`config.mk`:
```
export PLATFORM = sky130hd
export DESIGN_NAME = lfu_cache_with_lru_tiebreak_flat
export DESIGN_NICKNAME = d
export VERILOG_FILES = /design/src/hdl/lfu_pkg.sv /design/src/hdl/lfu_intf.sv /design/src/hdl/lfu_cache_with_lru_tiebreak.sv /design/src/hdl/lfu_ram.sv /design/src/flat_wrapper.sv
export SDC_FILE = /design/constraint.sdc
export NUM_CORES = 2
export LEC_CHECK = 0
export ABC_AREA = 1
export BUFFER_PORTS_ARGS = -buffer_cell sky130_fd_sc_hd__buf_2
export CAP_MARGIN = 30
export CORE_UTILIZATION = 55
export DETAILED_ROUTE_END_ITERATION = 7
export PLACE_DENSITY = 0.71
export REMOVE_ABC_BUFFERS = 1
export SKIP_LAST_GASP = 1
export SLEW_MARGIN = 10
export SYNTH_ARGS = -nofsm -noshare
export SYNTH_HDL_FRONTEND = slang
export SYNTH_SLANG_ARGS = --single-unit
```
`constraint.sdc`:
```
create_clock -name clk_i -period 13.9 [get_ports clk_i]
set_input_delay 0.695 -clock clk_i [delete_from_list [all_inputs] [get_ports clk_i]]
set_output_delay 0.695 -clock clk_i [all_outputs]
set_load 0.02 [all_outputs]
```
`src/hdl/lfu_pkg.sv`:
```
// Shared constants and types for the LFU cache with LRU tiebreak.
`timescale 1ns / 1ps
package lfu_pkg;

  localparam int unsigned CAPACITY = 16;
  localparam int unsigned KEY_W    = 16;
  localparam int unsigned DATA_W   = 32;
  localparam int unsigned COUNT_W  = 16;
  localparam int unsigned STAMP_W  = 32;
  localparam int unsigned CFG_W    = 5;
  localparam int unsigned IDX_W    = (CAPACITY > 1) ? $clog2(CAPACITY) : 1;
  localparam int unsigned HELD_W   = $clog2(CAPACITY + 1);

  localparam logic [CFG_W-1:0] CFG_RESET = CFG_W'(16);

  localparam logic REQ_GET = 1'b0;
  localparam logic REQ_PUT = 1'b1;

  typedef struct packed {
    logic [KEY_W-1:0]   key;
    logic [DATA_W-1:0]  data;
    logic [COUNT_W-1:0] count;
    logic [STAMP_W-1:0] stamp;
  } lfu_entry_t;

  localparam int unsigned ENTRY_W = $bits(lfu_entry_t);

  typedef enum logic [2:0] {
    ST_IDLE,
    ST_SCAN,
    ST_DRAIN,
    ST_UPDATE,
    ST_FINISH
  } lfu_state_e;

endpackage

```
`src/hdl/lfu_intf.sv`:
```
// Handshake interfaces: request, response and configuration channels.
`timescale 1ns / 1ps
interface lfu_req_if;
  logic                             valid;
  logic                             ready;
  logic                             req_type;
  logic [lfu_pkg::KEY_W-1:0]        lookup_key;
  logic signed [lfu_pkg::DATA_W-1:0] write_value;

  modport source (output valid, req_type, lookup_key, write_value, input ready);
  modport sink   (input valid, req_type, lookup_key, write_value, output ready);
endinterface

interface lfu_resp_if;
  logic                             valid;
  logic                             ready;
  logic                             hit;
  logic signed [lfu_pkg::DATA_W-1:0] read_value;
  logic                             evicted;
  logic [lfu_pkg::KEY_W-1:0]        evicted_key;

  modport source (output valid, hit, read_value, evicted, evicted_key, input ready);
  modport sink   (input valid, hit, read_value, evicted, evicted_key, output ready);
endinterface

interface lfu_cfg_if;
  logic                        valid;
  logic                        ready;
  logic [lfu_pkg::CFG_W-1:0]   entries_in_use;

  modport source (output valid, entries_in_use, input ready);
  modport sink   (input valid, entries_in_use, output ready);
endinterface

```
`src/hdl/lfu_cache_with_lru_tiebreak.sv`:
```
// Top level: fully associative LFU cache with LRU tiebreak, scanned sequencer.
//
// Usage:
//   req_i  : one request per beat (get or put, key, write value).
//   resp_o : one response beat per request (hit, read value, eviction info).
//   cfg_i  : writes entries_in_use; always ready, write only while idle.
// Each request runs through a sequencer that scans the 16 entries of the
// entry RAM one per cycle. One compare/age unit checks each entry for a key
// match and keeps the running victim (lowest count, then oldest stamp).
// Steps: accept, scan of the entries, a drain step for the last RAM read,
// an update step (single RAM write), then a finish step that loads the
// response register. The next request is taken only once the sequencer is
// back in idle, so one request is handled at a time. With the cache
// disabled (entries_in_use 0) a request goes from accept straight to finish.
// The RAM read port sets the scan length: one entry per cycle.
// Reset: all entries invalid, use clock 0, entries_in_use 16; the entry RAM
// needs no clearing since valid bits gate every read.
// A stalled receiver holds the response register; the sequencer waits in
// its last step and takes no new request until the response can be loaded.
`timescale 1ns / 1ps
module lfu_cache_with_lru_tiebreak (
  input  logic           clk_i,
  input  logic           rst_ni,
  lfu_req_if.sink        req_i,
  lfu_resp_if.source     resp_o,
  lfu_cfg_if.sink        cfg_i
);

  lfu_pkg::lfu_state_e state_q, state_d;

  logic [lfu_pkg::CFG_W-1:0]    cfg_q;
  logic [lfu_pkg::CAPACITY-1:0] valid_q;
  logic [lfu_pkg::CAPACITY-1:0] valid_d;
  logic [lfu_pkg::HELD_W-1:0]   held_q;
  logic [lfu_pkg::STAMP_W-1:0]  clock_q;

  // latched request
  logic                         put_q;
  logic [lfu_pkg::KEY_W-1:0]    key_q;
  logic [lfu_pkg::DATA_W-1:0]   wval_q;

  // scan bookkeeping
  logic [lfu_pkg::IDX_W-1:0]    scan_q;
  logic                         rd_vld_q;
  logic [lfu_pkg::IDX_W-1:0]    rd_idx_q;

  logic                         match_q;
  logic [lfu_pkg::IDX_W-1:0]    match_slot_q;
  logic [lfu_pkg::DATA_W-1:0]   match_data_q;
  logic [lfu_pkg::COUNT_W-1:0]  match_cnt_q;

  logic                         best_found_q;
  logic [lfu_pkg::IDX_W-1:0]    best_slot_q;
  logic [lfu_pkg::COUNT_W-1:0]  best_cnt_q;
  logic [lfu_pkg::STAMP_W-1:0]  best_age_q;
  logic [lfu_pkg::KEY_W-1:0]    best_key_q;

  logic                         res_ev_q;

  // response register
  logic                         out_valid_q;
  logic                         out_hit_q;
  logic [lfu_pkg::DATA_W-1:0]   out_rval_q;
  logic                         out_ev_q;
  logic [lfu_pkg::KEY_W-1:0]    out_evkey_q;

  // sequencer outputs
  logic                         req_ready;
  logic                         accept;
  logic                         scan_issue;
  logic                         do_update;
  logic                         load_out;

  logic [lfu_pkg::HELD_W-1:0]   cap;
  logic                         cap_zero;

  logic [lfu_pkg::ENTRY_W-1:0]  ram_rdata;
  lfu_pkg::lfu_entry_t          rd_entry;
  lfu_pkg::lfu_entry_t          wr_entry;
  logic                         ram_we;
  logic [lfu_pkg::IDX_W-1:0]    ram_waddr;

  logic [lfu_pkg::STAMP_W-1:0]  rd_age;
  logic                         rd_live;
  logic                         rd_match;
  logic                         rd_better;

  logic                         evicting;
  logic [lfu_pkg::CAPACITY-1:0] free_vec;
  logic                         free_any;
  logic [lfu_pkg::IDX_W-1:0]    free_slot;
  logic                         inserting;
  logic [lfu_pkg::COUNT_W-1:0]  bumped_cnt;

  assign cap = (32'(cfg_q) > 32'(lfu_pkg::CAPACITY)) ? lfu_pkg::HELD_W'(lfu_pkg::CAPACITY)
                                                      : lfu_pkg::HELD_W'(cfg_q);
  assign cap_zero = (cfg_q == '0);

  assign accept = req_i.valid && req_ready;

  // ---------------- sequencer: next state ----------------
  always_comb begin
    state_d = state_q;
    case (state_q)
      lfu_pkg::ST_IDLE: begin
        if (accept) begin
          state_d = cap_zero ? lfu_pkg::ST_FINISH : lfu_pkg::ST_SCAN;
        end
      end
      lfu_pkg::ST_SCAN: begin
        if (scan_q == lfu_pkg::IDX_W'(lfu_pkg::CAPACITY - 1)) begin
          state_d = lfu_pkg::ST_DRAIN;
        end
      end
      lfu_pkg::ST_DRAIN:  state_d = lfu_pkg::ST_UPDATE;
      lfu_pkg::ST_UPDATE: state_d = lfu_pkg::ST_FINISH;
      lfu_pkg::ST_FINISH: begin
        if (!out_valid_q || resp_o.ready) begin
          state_d = lfu_pkg::ST_IDLE;
        end
      end
      default: state_d = lfu_pkg::ST_IDLE;
    endcase
  end

  // ---------------- sequencer: outputs ----------------
  always_comb begin
    req_ready  = 1'b0;
    scan_issue = 1'b0;
    do_update  = 1'b0;
    load_out   = 1'b0;
    case (state_q)
      lfu_pkg::ST_IDLE:   req_ready  = 1'b1;
      lfu_pkg::ST_SCAN:   scan_issue = 1'b1;
      lfu_pkg::ST_DRAIN:  ;
      lfu_pkg::ST_UPDATE: do_update  = 1'b1;
      lfu_pkg::ST_FINISH: load_out   = !out_valid_q || resp_o.ready;
      default: ;
    endcase
  end

  assign req_i.ready = req_ready;
  assign cfg_i.ready = 1'b1;

  // ---------------- entry RAM ----------------
  lfu_ram #(
    .WIDTH (lfu_pkg::ENTRY_W),
    .DEPTH (lfu_pkg::CAPACITY)
  ) u_ram (
    .clk_i   (clk_i),
    .we_i    (ram_we),
    .waddr_i (ram_waddr),
    .wdata_i (wr_entry),
    .raddr_i (scan_q),
    .rdata_o (ram_rdata)
  );

  assign rd_entry = lfu_pkg::lfu_entry_t'(ram_rdata);

  // shared compare unit: one entry per cycle
  assign rd_age   = clock_q - rd_entry.stamp;
  assign rd_live  = rd_vld_q && valid_q[rd_idx_q];
  assign rd_match = rd_live && (rd_entry.key == key_q);
  assign rd_better = !best_found_q || (rd_entry.count < best_cnt_q) ||
                     ((rd_entry.count == best_cnt_q) && (rd_age > best_age_q));

  // ---------------- update step ----------------
  assign evicting = !match_q && (put_q == lfu_pkg::REQ_PUT) && (held_q >= cap) &&
                    best_found_q;

  always_comb begin
    free_vec = ~valid_q;
    if (evicting) begin
      free_vec[best_slot_q] = 1'b1;
    end
  end

  // lowest free slot
  always_comb begin
    free_slot = '0;
    for (int i = lfu_pkg::CAPACITY - 1; i >= 0; i--) begin
      if (free_vec[i]) begin
        free_slot = lfu_pkg::IDX_W'(i);
      end
    end
  end

  assign free_any   = |free_vec;
  assign inserting  = !match_q && (put_q == lfu_pkg::REQ_PUT) && free_any;
  assign bumped_cnt = (match_cnt_q == '1) ? match_cnt_q : match_cnt_q + 1'b1;

  // victim slot cleared first, then the new entry claims its slot
  always_comb begin
    valid_d = valid_q;
    if (evicting) begin
      valid_d[best_slot_q] = 1'b0;
    end
    if (inserting) begin
      valid_d[free_slot] = 1'b1;
    end
  end

  always_comb begin
    wr_entry.key   = key_q;
    wr_entry.stamp = clock_q;
    if (match_q) begin
      wr_entry.data  = (put_q == lfu_pkg::REQ_PUT) ? wval_q : match_data_q;
      wr_entry.count = bumped_cnt;
    end else begin
      wr_entry.data  = wval_q;
      wr_entry.count = lfu_pkg::COUNT_W'(1);
    end
  end

  assign ram_we    = do_update && (match_q || inserting);
  assign ram_waddr = match_q ? match_slot_q : free_slot;

  // ---------------- control registers ----------------
  always_ff @(posedge clk_i or negedge rst_ni) begin
    if (!rst_ni) begin
      state_q      <= lfu_pkg::ST_IDLE;
      cfg_q        <= lfu_pkg::CFG_RESET;
      valid_q      <= '0;
      held_q       <= '0;
      clock_q      <= '0;
      scan_q       <= '0;
      rd_vld_q     <= 1'b0;
      match_q      <= 1'b0;
      best_found_q <= 1'b0;
      res_ev_q     <= 1'b0;
      out_valid_q  <= 1'b0;
    end else begin
      state_q  <= state_d;
      rd_vld_q <= scan_issue;
      if (cfg_i.valid) begin
        cfg_q <= cfg_i.entries_in_use;
      end
      if (accept) begin
        scan_q       <= '0;
        match_q      <= 1'b0;
        best_found_q <= 1'b0;
        res_ev_q     <= 1'b0;
      end else if (scan_issue) begin
        scan_q <= scan_q + 1'b1;
      end
      if (rd_match) begin
        match_q <= 1'b1;
      end
      if (rd_live && rd_better) begin
        best_found_q <= 1'b1;
      end
      if (do_update) begin
        res_ev_q <= evicting;
        valid_q  <= valid_d;
        if (match_q || inserting) begin
          clock_q <= clock_q + 1'b1;
        end
        if (inserting && !evicting) begin
          held_q <= held_q + 1'b1;
        end else if (evicting && !inserting) begin
          held_q <= held_q - 1'b1;
        end
      end
      if (load_out) begin
        out_valid_q <= 1'b1;
      end else if (resp_o.ready) begin
        out_valid_q <= 1'b0;
      end
    end
  end

  // ---------------- payload registers ----------------
  always_ff @(posedge clk_i) begin
    if (accept) begin
      put_q  <= req_i.req_type;
      key_q  <= req_i.lookup_key;
      wval_q <= req_i.write_value;
    end
    rd_idx_q <= scan_q;
    if (rd_match && !match_q) begin
      match_slot_q <= rd_idx_q;
      match_data_q <= rd_entry.data;
      match_cnt_q  <= rd_entry.count;
    end
    if (rd_live && rd_better) begin
      best_slot_q <= rd_idx_q;
      best_cnt_q  <= rd_entry.count;
      best_age_q  <= rd_age;
      best_key_q  <= rd_entry.key;
    end
    if (load_out) begin
      out_hit_q   <= match_q;
      out_rval_q  <= (match_q && (put_q == lfu_pkg::REQ_GET)) ? match_data_q : '1;
      out_ev_q    <= res_ev_q;
      out_evkey_q <= res_ev_q ? best_key_q : '0;
    end
  end

  assign resp_o.valid       = out_valid_q;
  assign resp_o.hit         = out_hit_q;
  assign resp_o.read_value  = out_rval_q;
  assign resp_o.evicted     = out_ev_q;
  assign resp_o.evicted_key = out_evkey_q;

  // ---------------- assertions ----------------
  a_held_matches_valid: assert property (@(posedge clk_i) disable iff (!rst_ni)
    $countones(valid_q) == 32'(held_q))
    else $error("entry count out of step with valid bits");

  a_resp_from_finish: assert property (@(posedge clk_i) disable iff (!rst_ni)
    $rose(out_valid_q) |-> $past(state_q == lfu_pkg::ST_FINISH))
    else $error("response raised outside the finish step");

  a_accept_leaves_idle: assert property (@(posedge clk_i) disable iff (!rst_ni)
    accept |=> (state_q == lfu_pkg::ST_SCAN || state_q == lfu_pkg::ST_FINISH))
    else $error("sequencer did not start after request beat");

  a_evict_only_on_miss: assert property (@(posedge clk_i) disable iff (!rst_ni)
    (resp_o.valid && resp_o.evicted) |-> !resp_o.hit)
    else $error("eviction reported on a hit");

  a_one_write_per_request: assert property (@(posedge clk_i) disable iff (!rst_ni)
    ram_we |-> state_q == lfu_pkg::ST_UPDATE)
    else $error("entry RAM written outside the update step");

endmodule

```
`src/hdl/lfu_ram.sv`:
```
// Generic simple dual-port RAM with registered read data.
`timescale 1ns / 1ps
module lfu_ram #(
  parameter int unsigned WIDTH = 8,
  parameter int unsigned DEPTH = 16
) (
  input  logic                                         clk_i,
  input  logic                                         we_i,
  input  logic [((DEPTH > 1) ? $clog2(DEPTH) : 1)-1:0] waddr_i,
  input  logic [WIDTH-1:0]                             wdata_i,
  input  logic [((DEPTH > 1) ? $clog2(DEPTH) : 1)-1:0] raddr_i,
  output logic [WIDTH-1:0]                             rdata_o
);

  logic [WIDTH-1:0] mem_q [DEPTH];
  logic [WIDTH-1:0] rdata_q;

  always_ff @(posedge clk_i) begin
    if (we_i) begin
      mem_q[waddr_i] <= wdata_i;
    end
    rdata_q <= mem_q[raddr_i];
  end

  assign rdata_o = rdata_q;

endmodule

```
`src/flat_wrapper.sv`:
```
// flat-port wrapper written by rule: the top's interface ports become plain ports
module lfu_cache_with_lru_tiebreak_flat 
  (clk_i, rst_ni, req_i_valid, req_i_req_type, req_i_lookup_key, req_i_write_value, req_i_ready, resp_o_valid, resp_o_hit, resp_o_read_value, resp_o_evicted, resp_o_evicted_key, resp_o_ready, cfg_i_valid, cfg_i_entries_in_use, cfg_i_ready);
  lfu_req_if req_i_i ();
  lfu_resp_if resp_o_i ();
  lfu_cfg_if cfg_i_i ();
  input  logic clk_i;
  input  logic rst_ni;
  input wire logic [$bits(req_i_i.valid)-1:0] req_i_valid;
  input wire logic [$bits(req_i_i.req_type)-1:0] req_i_req_type;
  input wire logic [$bits(req_i_i.lookup_key)-1:0] req_i_lookup_key;
  input wire logic [$bits(req_i_i.write_value)-1:0] req_i_write_value;
  output wire logic [$bits(req_i_i.ready)-1:0] req_i_ready;
  output wire logic [$bits(resp_o_i.valid)-1:0] resp_o_valid;
  output wire logic [$bits(resp_o_i.hit)-1:0] resp_o_hit;
  output wire logic [$bits(resp_o_i.read_value)-1:0] resp_o_read_value;
  output wire logic [$bits(resp_o_i.evicted)-1:0] resp_o_evicted;
  output wire logic [$bits(resp_o_i.evicted_key)-1:0] resp_o_evicted_key;
  input wire logic [$bits(resp_o_i.ready)-1:0] resp_o_ready;
  input wire logic [$bits(cfg_i_i.valid)-1:0] cfg_i_valid;
  input wire logic [$bits(cfg_i_i.entries_in_use)-1:0] cfg_i_entries_in_use;
  output wire logic [$bits(cfg_i_i.ready)-1:0] cfg_i_ready;
  assign req_i_i.valid = req_i_valid;
  assign req_i_i.req_type = req_i_req_type;
  assign req_i_i.lookup_key = req_i_lookup_key;
  assign req_i_i.write_value = req_i_write_value;
  assign req_i_ready = req_i_i.ready;
  assign resp_o_valid = resp_o_i.valid;
  assign resp_o_hit = resp_o_i.hit;
  assign resp_o_read_value = resp_o_i.read_value;
  assign resp_o_evicted = resp_o_i.evicted;
  assign resp_o_evicted_key = resp_o_i.evicted_key;
  assign resp_o_i.ready = resp_o_ready;
  assign cfg_i_i.valid = cfg_i_valid;
  assign cfg_i_i.entries_in_use = cfg_i_entries_in_use;
  assign cfg_i_ready = cfg_i_i.ready;
  lfu_cache_with_lru_tiebreak u_core (.clk_i(clk_i), .rst_ni(rst_ni), .req_i(req_i_i), .resp_o(resp_o_i), .cfg_i(cfg_i_i));
endmodule
```
==> qor_table.md <==
| Item | Reported |
|---|---|
| Number of storage elements in the synthesis netlist | 1,925 |
| Status | finished clean |
| Crit path time final | 6750 ps |
| Final layout net count | 6,085 |
| Clock tree from TritonCTS | built |
| Count of TritonRoute iterations in the first routing pass | 6 |
| Boundary Pins | 112 |
| Depth of the most critical reg-to-reg path | 25 |
| Clock Root Buffer | clkbuf_16 |
| Final Max Slew Viols | 0 |
| Placeable core region | 136,000 um2 |
| Crit share post-route | 0.486 |
| Internal reg-to-reg setup slack | 7150 ps |
| Pwr dens | 201 nW/um2 |
| Type of origin of the critical path | register |
| Dominant register cell in the synthesized netlist | edfxtp_1 |
| Number of buffers added on ports | 110 |
| Number of distinct library cell variants in the gate-level netlist after synthesis | 54 |
| Worst reg2reg endpoint | u_core.best_key_q[15] |
| Highest achievable clock rate | 148 MHz |
| Largest vdd supply drop | 185 uV |
| Most frequent standard cell in the layout excluding fill and tap cells | edfxtp_1 |
| Combined global-route utilization of all metal layers | 0.267 |
| Number of filler cells placed in the layout | 9,915 |
| Worst Hold End | u_core.wval_q[23] |
| Final design utilization | 0.626 |
| Number of failing setup endpoints in the final timing report | 0 |
| Setup slack at placement | 7110 ps |
| Die Height | 373 um |
| DRT iter0 DRCs | 5,733 |
| Worst Path Required | 14,410 ps |
| Clock sinks | 1,925 |
| Setup repair after global routing missed its margin | false |
| Tightest Pin Transition | 1440 ps |
| Layout overhead on the synthesized area | 12.4% |
| Routability congestion estimate from global placement | 0.874 |
| Kind of critical path | register to register |
| Top library cells by usage in the layout, fill and taps aside | edfxtp_1 (1,755), o21ai_0 (879), nor2_1 (857), nand2_1 (499), inv_1 (291) |
| Routed via count divided by cell count | 6.13 |
| Final clock skew | 62.3 ps |
| Endpoints failing hold | 0 |
| Cells on Worst Hold Path | 1 |
| Initial antenna violation count | 2 |
| Endpoint arrival time on the critical path | 7260 ps |
| CP Max Fanout | 37 |
| Count of inserted antenna diode cells | 0 |
| Die boundary width | 373 um |
| # rows | 135 |
| Cells resized by post-CTS repair | 0 |
| CTS buffer count | 184 |
| Number of placed cells counting well taps | 7,481 |
| Post-synthesis async set-or-reset flop share | 0.0364 |
| Layout cells sized above 1 | 0.0909 |
| Clock Pin Slew Worst Setup and Hold Paths | 60 ps |
| DR WL/cell | 23.8 um |
| Starting utilization of the core area | 0.557 |
| Final Worst Setup Slack | 7150 ps |
| Clk Latency, worst-skew pair | 840 ps |
| Number of enable-type register cells in the synthesized netlist | 1,755 |
| Global-route wire length before repair | 284,000 um |
| Post-DRT Antenna Nets | 0 |
| Max-Slew Margin vs Limit | 0.0427 |
| Critical path capture point type | register |
| Vias in the first global route | 46,700 |
| Cell area after synthesis | 75,700 um2 |
| Post-detailed-routing wire length | 188,000 um |
| Die Outline Area | 139,000 um2 |
| Vias post-DR | 48,200 |
| Launch point of the worst reg-to-reg path | u_core.clock_q[0] |
| Max Buffers Root-to-Sink | 3 |
| Leakage component of the power | 0.0288 uW |
| Largest net degree at the start of global routing | 245 |
| Overflow left after global routing | 0 |
| DRC Markers | 0 |
| Max-capacitance violation count | 0 |
| Cells after synthesis | 5,823 |
| Post-synthesis average cell area | 13.0 um2 |
| HPWL after detailed placement | 99,900 um |
| Max H-tree Level | 4 |
| Synth warn | 0 |
| Min-Delay Startpoint | req_i_write_value[23] |
| Hold Path Class | primary input to register |
| Worst-case hold slack | 48.4 ps |
| Post-layout instance count excluding filler cells | 7,873 |
| Share of synthesized area occupied by flip-flops and latches | 0.746 |
## where the power goes
group          internal (uW)  leakage [uW]  switching [uW]  total [uW]
clock                   2920       0.00303            2190        5110
combinational           1300       0.00844            3320        4630
sequential              7000        0.0173             333        7330
## registers in the layout, indices dropped and copies added (netlist names), 16 cells and up
name and flops:
u_core.u_ram.mem_q 1536, u_core.u_ram.rdata_o 96, u_core.best_age_q 32, u_core.clock_q 32, u_core.match_data_q 32, u_core.resp_o.read_value 32
u_core.wval_q 32, u_core.best_cnt_q 16, u_core.best_key_q 16, u_core.key_q 16, u_core.match_cnt_q 16, u_core.resp_o.evicted_key 16
u_core.valid_q 16
## critical path, cell delays in order (launching register included)
cell and delay [ps]:
dfrtp_1 590, inv_1 210, ha_1 170, inv_1 60
fa_1 400, nand3_1 100, nand2_1 80, a31oi_1 260
o21ai_0 200, a21boi_0 490, inv_1 120, a21oi_1 280
o21ai_0 180, a21oi_1 290, o21bai_1 130, xor2_1 180
ha_1 290, nor3b_1 240, nand3_1 130, nor4_1 360
o21ai_0 190, o2111ai_1 130, nand4_1 190, a21oi_4 390
buf_4 410, buf_16 310
## kinds of logic (layout without fill, tap and decap cells)
family,Yosys count,after routing,share of synthesized area
AND/OR/NAND/NOR,1664,1664,0.0885
XOR/XNOR,81,81,0.00937
multiplexers,3,3,0.000446
AO/OA/AOI/OAI,1432,1432,0.109
flip-flops,1925,1925,0.746
adder cells (fa/ha/maj),93,93,0.0156
other,1,1,0.0000495
buffers and inverters,624,893,0.0312
## cells in the mapped netlist, drive strengths merged, types with 24 or more instances
cell,n,share of area
nor3,35,0.0023
xor2,43,0.0050
dfxtp,100,0.026
dfrtp,69,0.023
o221ai,162,0.019
inv,296,0.015
clkbuf,301,0.015
a21oi,85,0.0057
nand3,196,0.013
o21ai,880,0.058
xnor2,38,0.0044
edfxtp,1755,0.70
buf,25,0.0014
o211ai,37,0.0037
nand4,24,0.0020
ha,91,0.015
o22ai,226,0.019
nand2,505,0.025
nor2,884,0.044
## worst max-delay path by stage
| stage | slack (ps) | end | start |
|---|---|---|---|
| 4_1_cts | 7070 | u_core.best_key_q[0] | u_core.clock_q[0] |
| 3_3_place_gp | 7290 | u_core.best_slot_q[1] | u_core.clock_q[0] |
| 6_report | 7150 | u_core.best_key_q[15] | u_core.clock_q[0] |
| 2_1_floorplan | -26660 | u_core.u_ram.rdata_o[10] | u_core.scan_q[0] |
| 5_1_grt | 6610 | u_core.best_key_q[2] | u_core.clock_q[0] |
| 3_5_place_dp | 7110 | u_core.best_key_q[15] | u_core.clock_q[0] |
## layer usage
| layer | global-route usage | wire (um) | vias to the layer above |
|---|---|---|---|
| met5 | 0 | 9 | - |
| met4 | 0.0939 | 5550 | 2 |
| met3 | 0.0450 | 16900 | 332 |
| met2 | 0.420 | 88100 | 2458 |
| met1 | 0.378 | 77100 | 23900 |
| li1 | - | - | 21600 |
## what timing repair did
| action | 4_1_cts | 5_1_grt |
|---|---|---|
| buffers inserted | 0 | 0 |
| hold endpoints to repair | 49 | 0 |
| hold buffers | 36 | 0 |
## stage by stage
| stage | total power [uW] | instance area (um2) | setup TNS [ps] |
|---|---|---|---|
| 2_1_floorplan | 10400 | 74500 | -2610200 |
| 3_3_place_gp | 11800 | 78100 | 0 |
| 3_5_place_dp | 11900 | 78300 | 0 |
| 4_1_cts | 17000 | 84800 | 0 |
| 5_1_grt | 17800 | 85100 | 0 |
| 6_report | 17100 | 85100 | 0 |
## layout make-up
type	instances	area [um2]	share of cell area
Timing Repair Buffer	250	1970	0.0231
Tap cell	1781	2230	0.0262
Inverter	298	1150	0.0135
Sequential cell	1925	56500	0.664
Clock buffer	242	4980	0.0586
Multi-Input combinational cell	3274	17100	0.200
Clock inverter	103	1220	0.0143
Power figures use the tool's default switching activity.
